$ cat src/uer_pkg.sv
// ----------------------------------------------------------------------------
// uer_pkg: shared types and constants for the ultrasonic echo ranger
//
// Holds the phase codes, the configuration register indexes and reset values,
// the configuration and result structures, and the width-to-distance scaling.
// ----------------------------------------------------------------------------
`default_nettype none

package uer_pkg;

   // Phase codes of the measurement sequencer.
   localparam logic [1:0] PH_IDLE = 2'd0;
   localparam logic [1:0] PH_TRIG = 2'd1;
   localparam logic [1:0] PH_MEAS = 2'd2;
   localparam logic [1:0] PH_WAIT = 2'd3;

   // Configuration register indexes.
   localparam logic [2:0] REG_PERIODIC_ENABLE = 3'd0;
   localparam logic [2:0] REG_TRIGGER_TICKS   = 3'd1;
   localparam logic [2:0] REG_TIMEOUT_TICKS   = 3'd2;
   localparam logic [2:0] REG_PERIOD_TICKS    = 3'd3;
   localparam logic [2:0] REG_DISTANCE_SCALE  = 3'd4;

   // Field widths.
   localparam int TRIG_W   = 8;
   localparam int TMO_W    = 20;
   localparam int PERIOD_W = 24;
   localparam int SCALE_W  = 16;
   localparam int WIDTH_W  = 20;
   localparam int DIST_W   = 16;
   localparam int CSR_IDX_W  = 3;
   localparam int CSR_DATA_W = 24;
   localparam int REQ_DATA_W = 8;
   localparam int RSP_DATA_W = 24;

   // Register reset values.
   localparam logic                RST_PERIODIC_ENABLE = 1'b0;
   localparam logic [TRIG_W-1:0]   RST_TRIGGER_TICKS   = 8'd10;
   localparam logic [TMO_W-1:0]    RST_TIMEOUT_TICKS   = 20'd30000;
   localparam logic [PERIOD_W-1:0] RST_PERIOD_TICKS    = 24'd60000;
   localparam logic [SCALE_W-1:0]  RST_DISTANCE_SCALE  = 16'd11239;

   localparam logic [WIDTH_W-1:0]  WIDTH_MAX = {WIDTH_W{1'b1}};
   localparam logic [PERIOD_W-1:0] COUNT_MAX = {PERIOD_W{1'b1}};

   typedef struct packed {
      logic                periodic_enable;
      logic [TRIG_W-1:0]   trigger_ticks;
      logic [TMO_W-1:0]    timeout_ticks;
      logic [PERIOD_W-1:0] period_ticks;
      logic [SCALE_W-1:0]  distance_scale;
   } cfg_type;

   typedef struct packed {
      logic              trigger_level;
      logic              busy_res;
      logic              reading_done;
      logic              reading_valid;
      logic [DIST_W-1:0] distance_mm;
   } res_type;

   // Distance in millimetres: width * scale in Q16, saturated to 16 bits.
   function automatic logic [DIST_W-1:0] scale_width(
      input logic [WIDTH_W-1:0] width,
      input logic [SCALE_W-1:0] scale
   );
      logic [WIDTH_W+SCALE_W-1:0] prod;
      begin
         prod = {{SCALE_W{1'b0}}, width} * {{WIDTH_W{1'b0}}, scale};
         if (|prod[WIDTH_W+SCALE_W-1:DIST_W+SCALE_W]) begin
            scale_width = {DIST_W{1'b1}};
         end else begin
            scale_width = prod[DIST_W+SCALE_W-1:SCALE_W];
         end
      end
   endfunction

endpackage

`default_nettype wire

$ cat src/ultrasonic_echo_ranger.sv
// ----------------------------------------------------------------------------
// ultrasonic_echo_ranger: trigger/echo ultrasonic distance measurement
//
// Top level with the request and response streams, the register port and the
// response output register.
// ----------------------------------------------------------------------------
// Each request transaction is one tick carrying the sampled echo level and a
// start flag; each yields exactly one response transaction. The block takes
// one transaction per clock unless a held response stalls it; its response
// is in the output register the cycle after acceptance. The sequencer state
// and the 20 x 16 distance multiply sit in one stage between the request port
// and that register, and a new request is taken in the same cycle the held
// response leaves. There is no start-up clearing pass. Registers may be
// written at any time the stream is quiet and take effect on the next tick.
`default_nettype none

module ultrasonic_echo_ranger
   import uer_pkg::*;
(
   input  wire logic                  clock,
   input  wire logic                  reset,
   // Request stream
   input  wire logic                  req_tvalid,
   output logic                       req_tready,
   input  wire logic [REQ_DATA_W-1:0] req_tdata,  // [0] echo_level, [1] start_request
   // Response stream
   output logic                       rsp_tvalid,
   input  wire logic                  rsp_tready,
   output logic [RSP_DATA_W-1:0]      rsp_tdata,  // [0] trigger_level, [1] busy_res,
                                                  // [2] reading_done, [3] reading_valid,
                                                  // [19:4] distance_mm
   // Register write port
   input  wire logic                  csr_valid,
   output logic                       csr_ready,
   input  wire logic [CSR_IDX_W-1:0]  csr_index,
   input  wire logic [CSR_DATA_W-1:0] csr_data
);

   cfg_type                cfg_ff;
   res_type                res;
   logic                   step;
   logic                   rsp_valid_ff;
   logic [RSP_DATA_W-1:0]  rsp_data_ff;

   // Register writes are always taken.
   assign csr_ready = 1'b1;

   always_ff @(posedge clock) begin
      if (reset) begin
         cfg_ff.periodic_enable <= RST_PERIODIC_ENABLE;
         cfg_ff.trigger_ticks   <= RST_TRIGGER_TICKS;
         cfg_ff.timeout_ticks   <= RST_TIMEOUT_TICKS;
         cfg_ff.period_ticks    <= RST_PERIOD_TICKS;
         cfg_ff.distance_scale  <= RST_DISTANCE_SCALE;
      end else if (csr_valid) begin
         case (csr_index)
            REG_PERIODIC_ENABLE: cfg_ff.periodic_enable <= csr_data[0];
            REG_TRIGGER_TICKS:   cfg_ff.trigger_ticks   <= csr_data[TRIG_W-1:0];
            REG_TIMEOUT_TICKS:   cfg_ff.timeout_ticks   <= csr_data[TMO_W-1:0];
            REG_PERIOD_TICKS:    cfg_ff.period_ticks    <= csr_data[PERIOD_W-1:0];
            REG_DISTANCE_SCALE:  cfg_ff.distance_scale  <= csr_data[SCALE_W-1:0];
            default: begin
            end
         endcase
      end
   end

   // Accept a transaction whenever the output register is free or draining.
   assign req_tready = !rsp_valid_ff || rsp_tready;
   assign step       = req_tvalid && req_tready;

   uer_core u_core (
      .clock         (clock),
      .reset         (reset),
      .step          (step),
      .echo_level    (req_tdata[0]),
      .start_request (req_tdata[1]),
      .cfg           (cfg_ff),
      .res           (res)
   );

   // Response output register.
   always_ff @(posedge clock) begin
      if (reset) begin
         rsp_valid_ff <= 1'b0;
      end else if (step) begin
         rsp_valid_ff <= 1'b1;
      end else if (rsp_tready) begin
         rsp_valid_ff <= 1'b0;
      end
   end

   always_ff @(posedge clock) begin
      if (step) begin
         rsp_data_ff <= {{(RSP_DATA_W-DIST_W-4){1'b0}}, res.distance_mm, res.reading_valid,
                         res.reading_done, res.busy_res, res.trigger_level};
      end
   end

   assign rsp_tvalid = rsp_valid_ff;
   assign rsp_tdata  = rsp_data_ff;

   // A finished reading leaves the block neither triggering nor busy.
   a_done_not_busy: assert property (@(posedge clock) disable iff (reset)
      (rsp_valid_ff && rsp_data_ff[2]) |-> (!rsp_data_ff[1] && !rsp_data_ff[0]))
      else $error("reading_done reported while still busy or triggering");

   // A trigger tick always leaves the block busy.
   a_trig_busy: assert property (@(posedge clock) disable iff (reset)
      (rsp_valid_ff && rsp_data_ff[0]) |-> rsp_data_ff[1])
      else $error("trigger_level high without busy_res");

   // A held response blocks new requests.
   a_hold_blocks: assert property (@(posedge clock) disable iff (reset)
      (rsp_valid_ff && !rsp_tready) |-> !req_tready)
      else $error("request accepted while response held");

   // No response right after reset.
   a_reset_empty: assert property (@(posedge clock)
      reset |=> !rsp_valid_ff)
      else $error("response valid after reset");

endmodule

`default_nettype wire

$ cat src/uer_core.sv
// ----------------------------------------------------------------------------
// uer_core: trigger and echo measurement sequencer
//
// Holds the phase state and the echo width count, advances them by one tick
// for each accepted transaction and presents that tick's result.
// ----------------------------------------------------------------------------
`default_nettype none

module uer_core
   import uer_pkg::*;
(
   input  wire logic    clock,
   input  wire logic    reset,
   input  wire logic    step,
   input  wire logic    echo_level,
   input  wire logic    start_request,
   input  wire cfg_type cfg,
   output res_type      res
);

   logic [1:0]          phase_ff, phase_in;
   logic [PERIOD_W-1:0] count_ff, count_in;
   logic                echo_prev_ff, echo_prev_in;
   logic                saw_rise_ff, saw_rise_in;
   logic [WIDTH_W-1:0]  width_ff, width_in;
   logic                latest_valid_ff, latest_valid_in;
   logic [DIST_W-1:0]   latest_dist_ff, latest_dist_in;

   logic [PERIOD_W-1:0] trig_len;
   logic                trig;
   logic                done;
   logic                complete;

   // A zero trigger length behaves as one tick.
   assign trig_len = (cfg.trigger_ticks == '0) ? {{(PERIOD_W-1){1'b0}}, 1'b1}
                                              : {{(PERIOD_W-TRIG_W){1'b0}}, cfg.trigger_ticks};

   // One tick of the sequencer.
   always_comb begin
      phase_in        = phase_ff;
      count_in        = count_ff;
      saw_rise_in     = saw_rise_ff;
      width_in        = width_ff;
      latest_valid_in = latest_valid_ff;
      latest_dist_in  = latest_dist_ff;
      trig            = 1'b0;
      done            = 1'b0;
      complete        = 1'b0;

      // Waiting between periodic measurements.
      if (phase_in == PH_WAIT) begin
         if (!cfg.periodic_enable) begin
            phase_in = PH_IDLE;
         end else if (count_in == '0) begin
            phase_in = PH_TRIG;
            count_in = trig_len;
         end else begin
            count_in = count_in - 1'b1;
         end
      end

      // Start on request or in periodic mode.
      if (phase_in == PH_IDLE && (start_request || cfg.periodic_enable)) begin
         phase_in = PH_TRIG;
         count_in = trig_len;
      end

      if (phase_in == PH_TRIG) begin
         // Drive the trigger pulse; the last pulse tick moves on to measuring.
         trig = 1'b1;
         if (count_in <= {{(PERIOD_W-1){1'b0}}, 1'b1}) begin
            count_in    = '0;
            phase_in    = PH_MEAS;
            saw_rise_in = 1'b0;
            width_in    = '0;
         end else begin
            count_in = count_in - 1'b1;
         end
      end else if (phase_in == PH_MEAS) begin
         if (count_in != COUNT_MAX) begin
            count_in = count_in + 1'b1;
         end
         // A rising edge (re)starts the width count; a fall after it ends it.
         if (echo_level && !echo_prev_ff) begin
            saw_rise_in = 1'b1;
            width_in    = '0;
         end else if (saw_rise_in) begin
            if (width_in != WIDTH_MAX) begin
               width_in = width_in + 1'b1;
            end
            complete = !echo_level && echo_prev_ff;
         end
         if (complete) begin
            done            = 1'b1;
            latest_valid_in = 1'b1;
            latest_dist_in  = scale_width(width_in, cfg.distance_scale);
         end else if (count_in >= {{(PERIOD_W-TMO_W){1'b0}}, cfg.timeout_ticks}) begin
            done            = 1'b1;
            latest_valid_in = 1'b0;
         end
         if (done) begin
            saw_rise_in = 1'b0;
            if (cfg.periodic_enable) begin
               phase_in = PH_WAIT;
               count_in = cfg.period_ticks;
            end else begin
               phase_in = PH_IDLE;
               count_in = '0;
            end
         end
      end

      echo_prev_in = echo_level;
   end

   // State update on each accepted transaction.
   always_ff @(posedge clock) begin
      if (reset) begin
         phase_ff        <= PH_IDLE;
         count_ff        <= '0;
         echo_prev_ff    <= 1'b0;
         saw_rise_ff     <= 1'b0;
         width_ff        <= '0;
         latest_valid_ff <= 1'b0;
         latest_dist_ff  <= '0;
      end else if (step) begin
         phase_ff        <= phase_in;
         count_ff        <= count_in;
         echo_prev_ff    <= echo_prev_in;
         saw_rise_ff     <= saw_rise_in;
         width_ff        <= width_in;
         latest_valid_ff <= latest_valid_in;
         latest_dist_ff  <= latest_dist_in;
      end
   end

   // Result of this tick.
   always_comb begin
      res.trigger_level = trig;
      res.busy_res      = (phase_in == PH_TRIG) || (phase_in == PH_MEAS);
      res.reading_done  = done;
      res.reading_valid = latest_valid_in;
      res.distance_mm   = latest_dist_in;
   end

endmodule

`default_nettype wire
$ cat config.mk
export PLATFORM = sky130hd
export DESIGN_NAME = ultrasonic_echo_ranger
export DESIGN_NICKNAME = d
export VERILOG_FILES = /design/src/uer_pkg.sv /design/src/ultrasonic_echo_ranger.sv /design/src/uer_core.sv
export SDC_FILE = /design/constraint.sdc
export NUM_CORES = 1
export LEC_CHECK = 0
export ABC_AREA = 1
export BUFFER_PORTS_ARGS = -buffer_cell sky130_fd_sc_hd__buf_4
export CAP_MARGIN = 20
export CORE_MARGIN = 4
export CORE_UTILIZATION = 25
export DETAILED_ROUTE_END_ITERATION = 7
export GPL_ROUTABILITY_DRIVEN = 0
export PLACE_DENSITY_LB_ADDON = 0.05
export SLEW_MARGIN = 0
export SYNTH_ARGS = -nofsm -noshare
export SYNTH_HDL_FRONTEND = slang
export SYNTH_SLANG_ARGS = --single-unit
$ cat constraint.sdc
create_clock -name clock -period 14.4 [get_ports clock]
set_clock_uncertainty 0.2 [all_clocks]
set_input_delay 2.88 -clock clock [delete_from_list [all_inputs] [get_ports clock]]
set_output_delay 2.88 -clock clock [all_outputs]
set_load 0.05 [all_outputs]
==> results.py <==
metrics = {
    "cells_and_area": {
        "final_nets": 3340,
        "stdcell_area_sq_um": 22910,
        "antennaDiodeCount": 0,
        "area_growth_pct": 9.659,
        "final_cells": 4003,
        "drive_gt1_share_pct": 7.978,
        "fin_util_pct": 27.77,
    },
    "pwr": {
        "clkPwrFrac_pct": 17.5,
        "switching_share_pct": 53.38,
        "intPower_mw": 1.250,
        "p_seq_share_pct": 18.7,
        "p_total_mw": 2.681,
        "p_leak_nw": 11.35,
        "pwr-share-comb_pct": 63.9,
        "irDropWorstVdd_uv": 78.07,
        "p_sw_mw": 1.431,
        "powerDensity_nw_per_um2": 117.0,
    },
    "synth": {
        "synth.distinct_cells": 56,
        "netlist.area_leader.share_pct": 23.86,
        "ys_async_sr_fraction_pct": 0,
        "yosysTopAreaCell": "fa_1",
        "synth_area_leaders": "fa_1, dfxtp_1, nand2_1",
        "syn_area_per_cell_sq_um": 7.141,
        "synth_cells": 2926,
        "netlist_area_sq_um": 20900,
        "synth_edf_count": 20,
        "synthFlopType": "dfxtp_1",
        "ys_seq_elements": 155,
        "yosysWarnings": 0,
        "synth-seq-area-share_pct": 15.81,
    },
    "drt": {
        "wl_per_cell_microns": 19.77,
        "antenna_left": 0,
        "drt_iter0_markers": 1190,
        "wl_microns": 79130,
        "dr.pass1.iters": 6,
        "viasPerCell": 4.702,
        "vias": 18820,
        "drc_errors": 0,
    },
    "global_routing": {
        "grt_usage_pct": 17.94,
        "grt_max_degree": 92,
        "grt_pass1_vias": 19230,
        "grt_pass1_wl_microns": 121200,
        "antenna_found_initial": 3,
        "grt.overflow.total": 0,
    },
    "clocking": {
        "numCtsBuffers": 17,
        "htreeDepth": 4,
        "cts.sinks": 155,
        "cts_setup_buffers": 0,
        "cts.repair.resized": 0,
        "cts_buffer_depth": 2,
        "root_buffer": "clkbuf_16",
        "clkTransAtPathRegs_ns": 0.07,
        "hold_buffers": 0,
        "cts_tree": "done",
        "clk_latency_ns": 0.48,
    },
    "run_status": {
        "outcome": "finished, final reports clean",
    },
    "timing": {
        "fmax_ghz": 0.08976,
        "relSlewSlack_pct": 27.24,
        "setup_viol": 0,
        "tightest_slew_ns": 1.090,
        "finalCriticalPeriod_ns": 11.14,
        "rsz0062_at_grt": "false",
        "setup-tns-final_ns": 0,
        "holdWs_ns": 0.2629,
        "slew_violations": 0,
        "period_share_pct": 77.36,
        "worst_slack_ns": 3.260,
        "hold_viol": 0,
    },
    "die": {
        "die_h_microns": 297.1,
        "start_util_pct": 25.33,
        "ioPinCount": 67,
        "rows": 105,
        "die_w_microns": 297.1,
        "die_area_sq_um": 88270,
        "core_area_sq_um": 82500,
    },
    "worst_setup_path": {
        "crit_cells": 31,
        "reg2reg_slack_ns": 4.81,
        "crit_fanout": 16,
        "crit_path_max_incr_delay_ns": 0.62,
        "cp.arrival_ns": 11.17,
        "cp_common_cell": "nand2_1",
        "cpMaxStageDelayCell": "clkinv_1",
        "cp-end-kind": "register",
        "worst_setup_path_start_kind": "primary input",
        "cp_num_buf_inv": 8,
        "crit_required_ns": 14.43,
        "r2r_cells": 36,
        "crit_family": "adder cells",
        "reg2reg_to": "rsp_tdata[18]$_DFFE_PP_",
        "path_class": "in2reg",
        "r2r_start": "u_core.width_ff[0]$_SDFFE_PP0P_",
    },
    "placed_design": {
        "dp_cells": 3970,
        "dpl_cell_area_sq_um": 22340,
        "portBuffers": 55,
        "place_hpwl_microns": 64750,
        "place_ws_ns": 2.796,
    },
    "hold_path": {
        "whs_path_depth": 2,
        "min_from": "cfg_ff[22]$_SDFFE_PP1P_",
        "whs_endpoint": "cfg_ff[22]$_SDFFE_PP1P_",
        "hp-class": "reg2reg",
    },
    "job": {
        "drv_cap": 0,
    },
}
==> per-layer routing <==
layer,vias up,part of all wire [%],global-route usage [%]
met5,-,0,0
met4,0,1.4,3.358
met3,55,4.7,2.832
met2,378,43,27.32
met1,9333,51,26.86
li1,9056,-,-
==> cells by family (layout without fill, tap and decap cells) <==
logic type,count (synthesis),in the layout,synth area share (%)
other cells,2,5,0.03594
simple gates,1277,1277,26.59
fa+ha+maj,380,380,31.70
compound gates,364,364,10.38
flops,155,155,15.81
buf+inv,682,686,12.72
xor+xnor,66,66,2.766
==> worst max path at each step <==
stage	start	to	slack, ns
6_report	req_tdata[0]	rsp_tdata[18]$_DFFE_PP_	3.26
5_1_grt	req_tdata[0]	rsp_tdata[18]$_DFFE_PP_	2.82
4_1_cts	req_tdata[0]	rsp_tdata[17]$_DFFE_PP_	3.30
3_5_place_dp	req_tdata[0]	rsp_tdata[17]$_DFFE_PP_	2.80
3_3_place_gp	req_tdata[0]	rsp_tdata[17]$_DFFE_PP_	2.76
2_1_floorplan	req_tdata[0]	rsp_tdata[13]$_DFFE_PP_	4.94
==> worst reg2reg max path: cells and delay by family (launching register included) <==
family	cells	cell delay (ns)
AND/OR/NAND/NOR	15	2.73
adder cells (fa/ha/maj)	7	3.53
buffers and inverters	9	1.32
flip-flops	1	0.39
XOR/XNOR	1	0.16
AO/OA/AOI/OAI	4	1.03
==> state kept, by name, summed over array words and instances (netlist names) <==
signal / count
cfg_ff: 69
rsp_tdata: 20
rsp_tvalid: 1
u_core.count_ff: 24
u_core.echo_prev_ff: 1
u_core.latest_dist_ff: 16
u_core.latest_valid_ff: 1
u_core.phase_ff: 2
u_core.saw_rise_ff: 1
u_core.width_ff: 20
==> area by class of cell <==
type / instances / area, sq um
Clock buffer: 19 / 452.9
Clock inverter: 13 / 106.4
Fill cell: 9196 / 59590
Inverter: 579 / 2177
Multi-Input combinational cell: 2092 / 14960
Sequential cell: 155 / 3303
Tap cell: 1070 / 1339
Timing Repair Buffer: 75 / 570.5
==> Yosys cell counts, types with 20 or more instances <==
library cell and instances:
nand4_1 41, xor2_1 57, nor3_1 31, edfxtp_1 20
fa_1 249, nand2_1 590, dfxtp_1 135, a211oi_2 20
nor2_1 375, o21ai_0 123, inv_1 551, a21oi_1 151
nand3_1 138, ha_1 131, clkbuf_1 73
==> power by group through the flow <==
stage | Clock (mW) | Sequential [mW] | Combinational (mW)
final | 0.469 | 0.500 | 1.71
after global routing | 0.500 | 0.505 | 1.95
after CTS | 0.487 | 0.501 | 1.74
after detailed placement | 0 | 0.510 | 1.73
after global placement | 0 | 0.510 | 1.73
after floorplan | 0 | 0.514 | 1.13
==> cells in the final DEF (no fill, tap or decap), types with 17 or more instances in the layout <==
| master | netlist | routed |
|---|---|---|
| nand3_1 | 138 | 138 |
| nor2_2 | 16 | 17 |
| a21oi_1 | 151 | 151 |
| nand2_1 | 590 | 590 |
| fa_1 | 249 | 249 |
| nand2_2 | 18 | 18 |
| o21ai_0 | 123 | 123 |
| dfxtp_1 | 135 | 135 |
| clkbuf_16 | 0 | 17 |
| o211ai_1 | 18 | 18 |
| nor3_1 | 31 | 29 |
| a211oi_2 | 20 | 20 |
| buf_4 | 7 | 74 |
| ha_1 | 131 | 131 |
| edfxtp_1 | 20 | 20 |
| xor2_1 | 57 | 57 |
| inv_1 | 551 | 550 |
| nand4_1 | 41 | 41 |
| or2_2 | 17 | 17 |
| nor2_1 | 375 | 374 |
(Power assumes the default switching activity.)
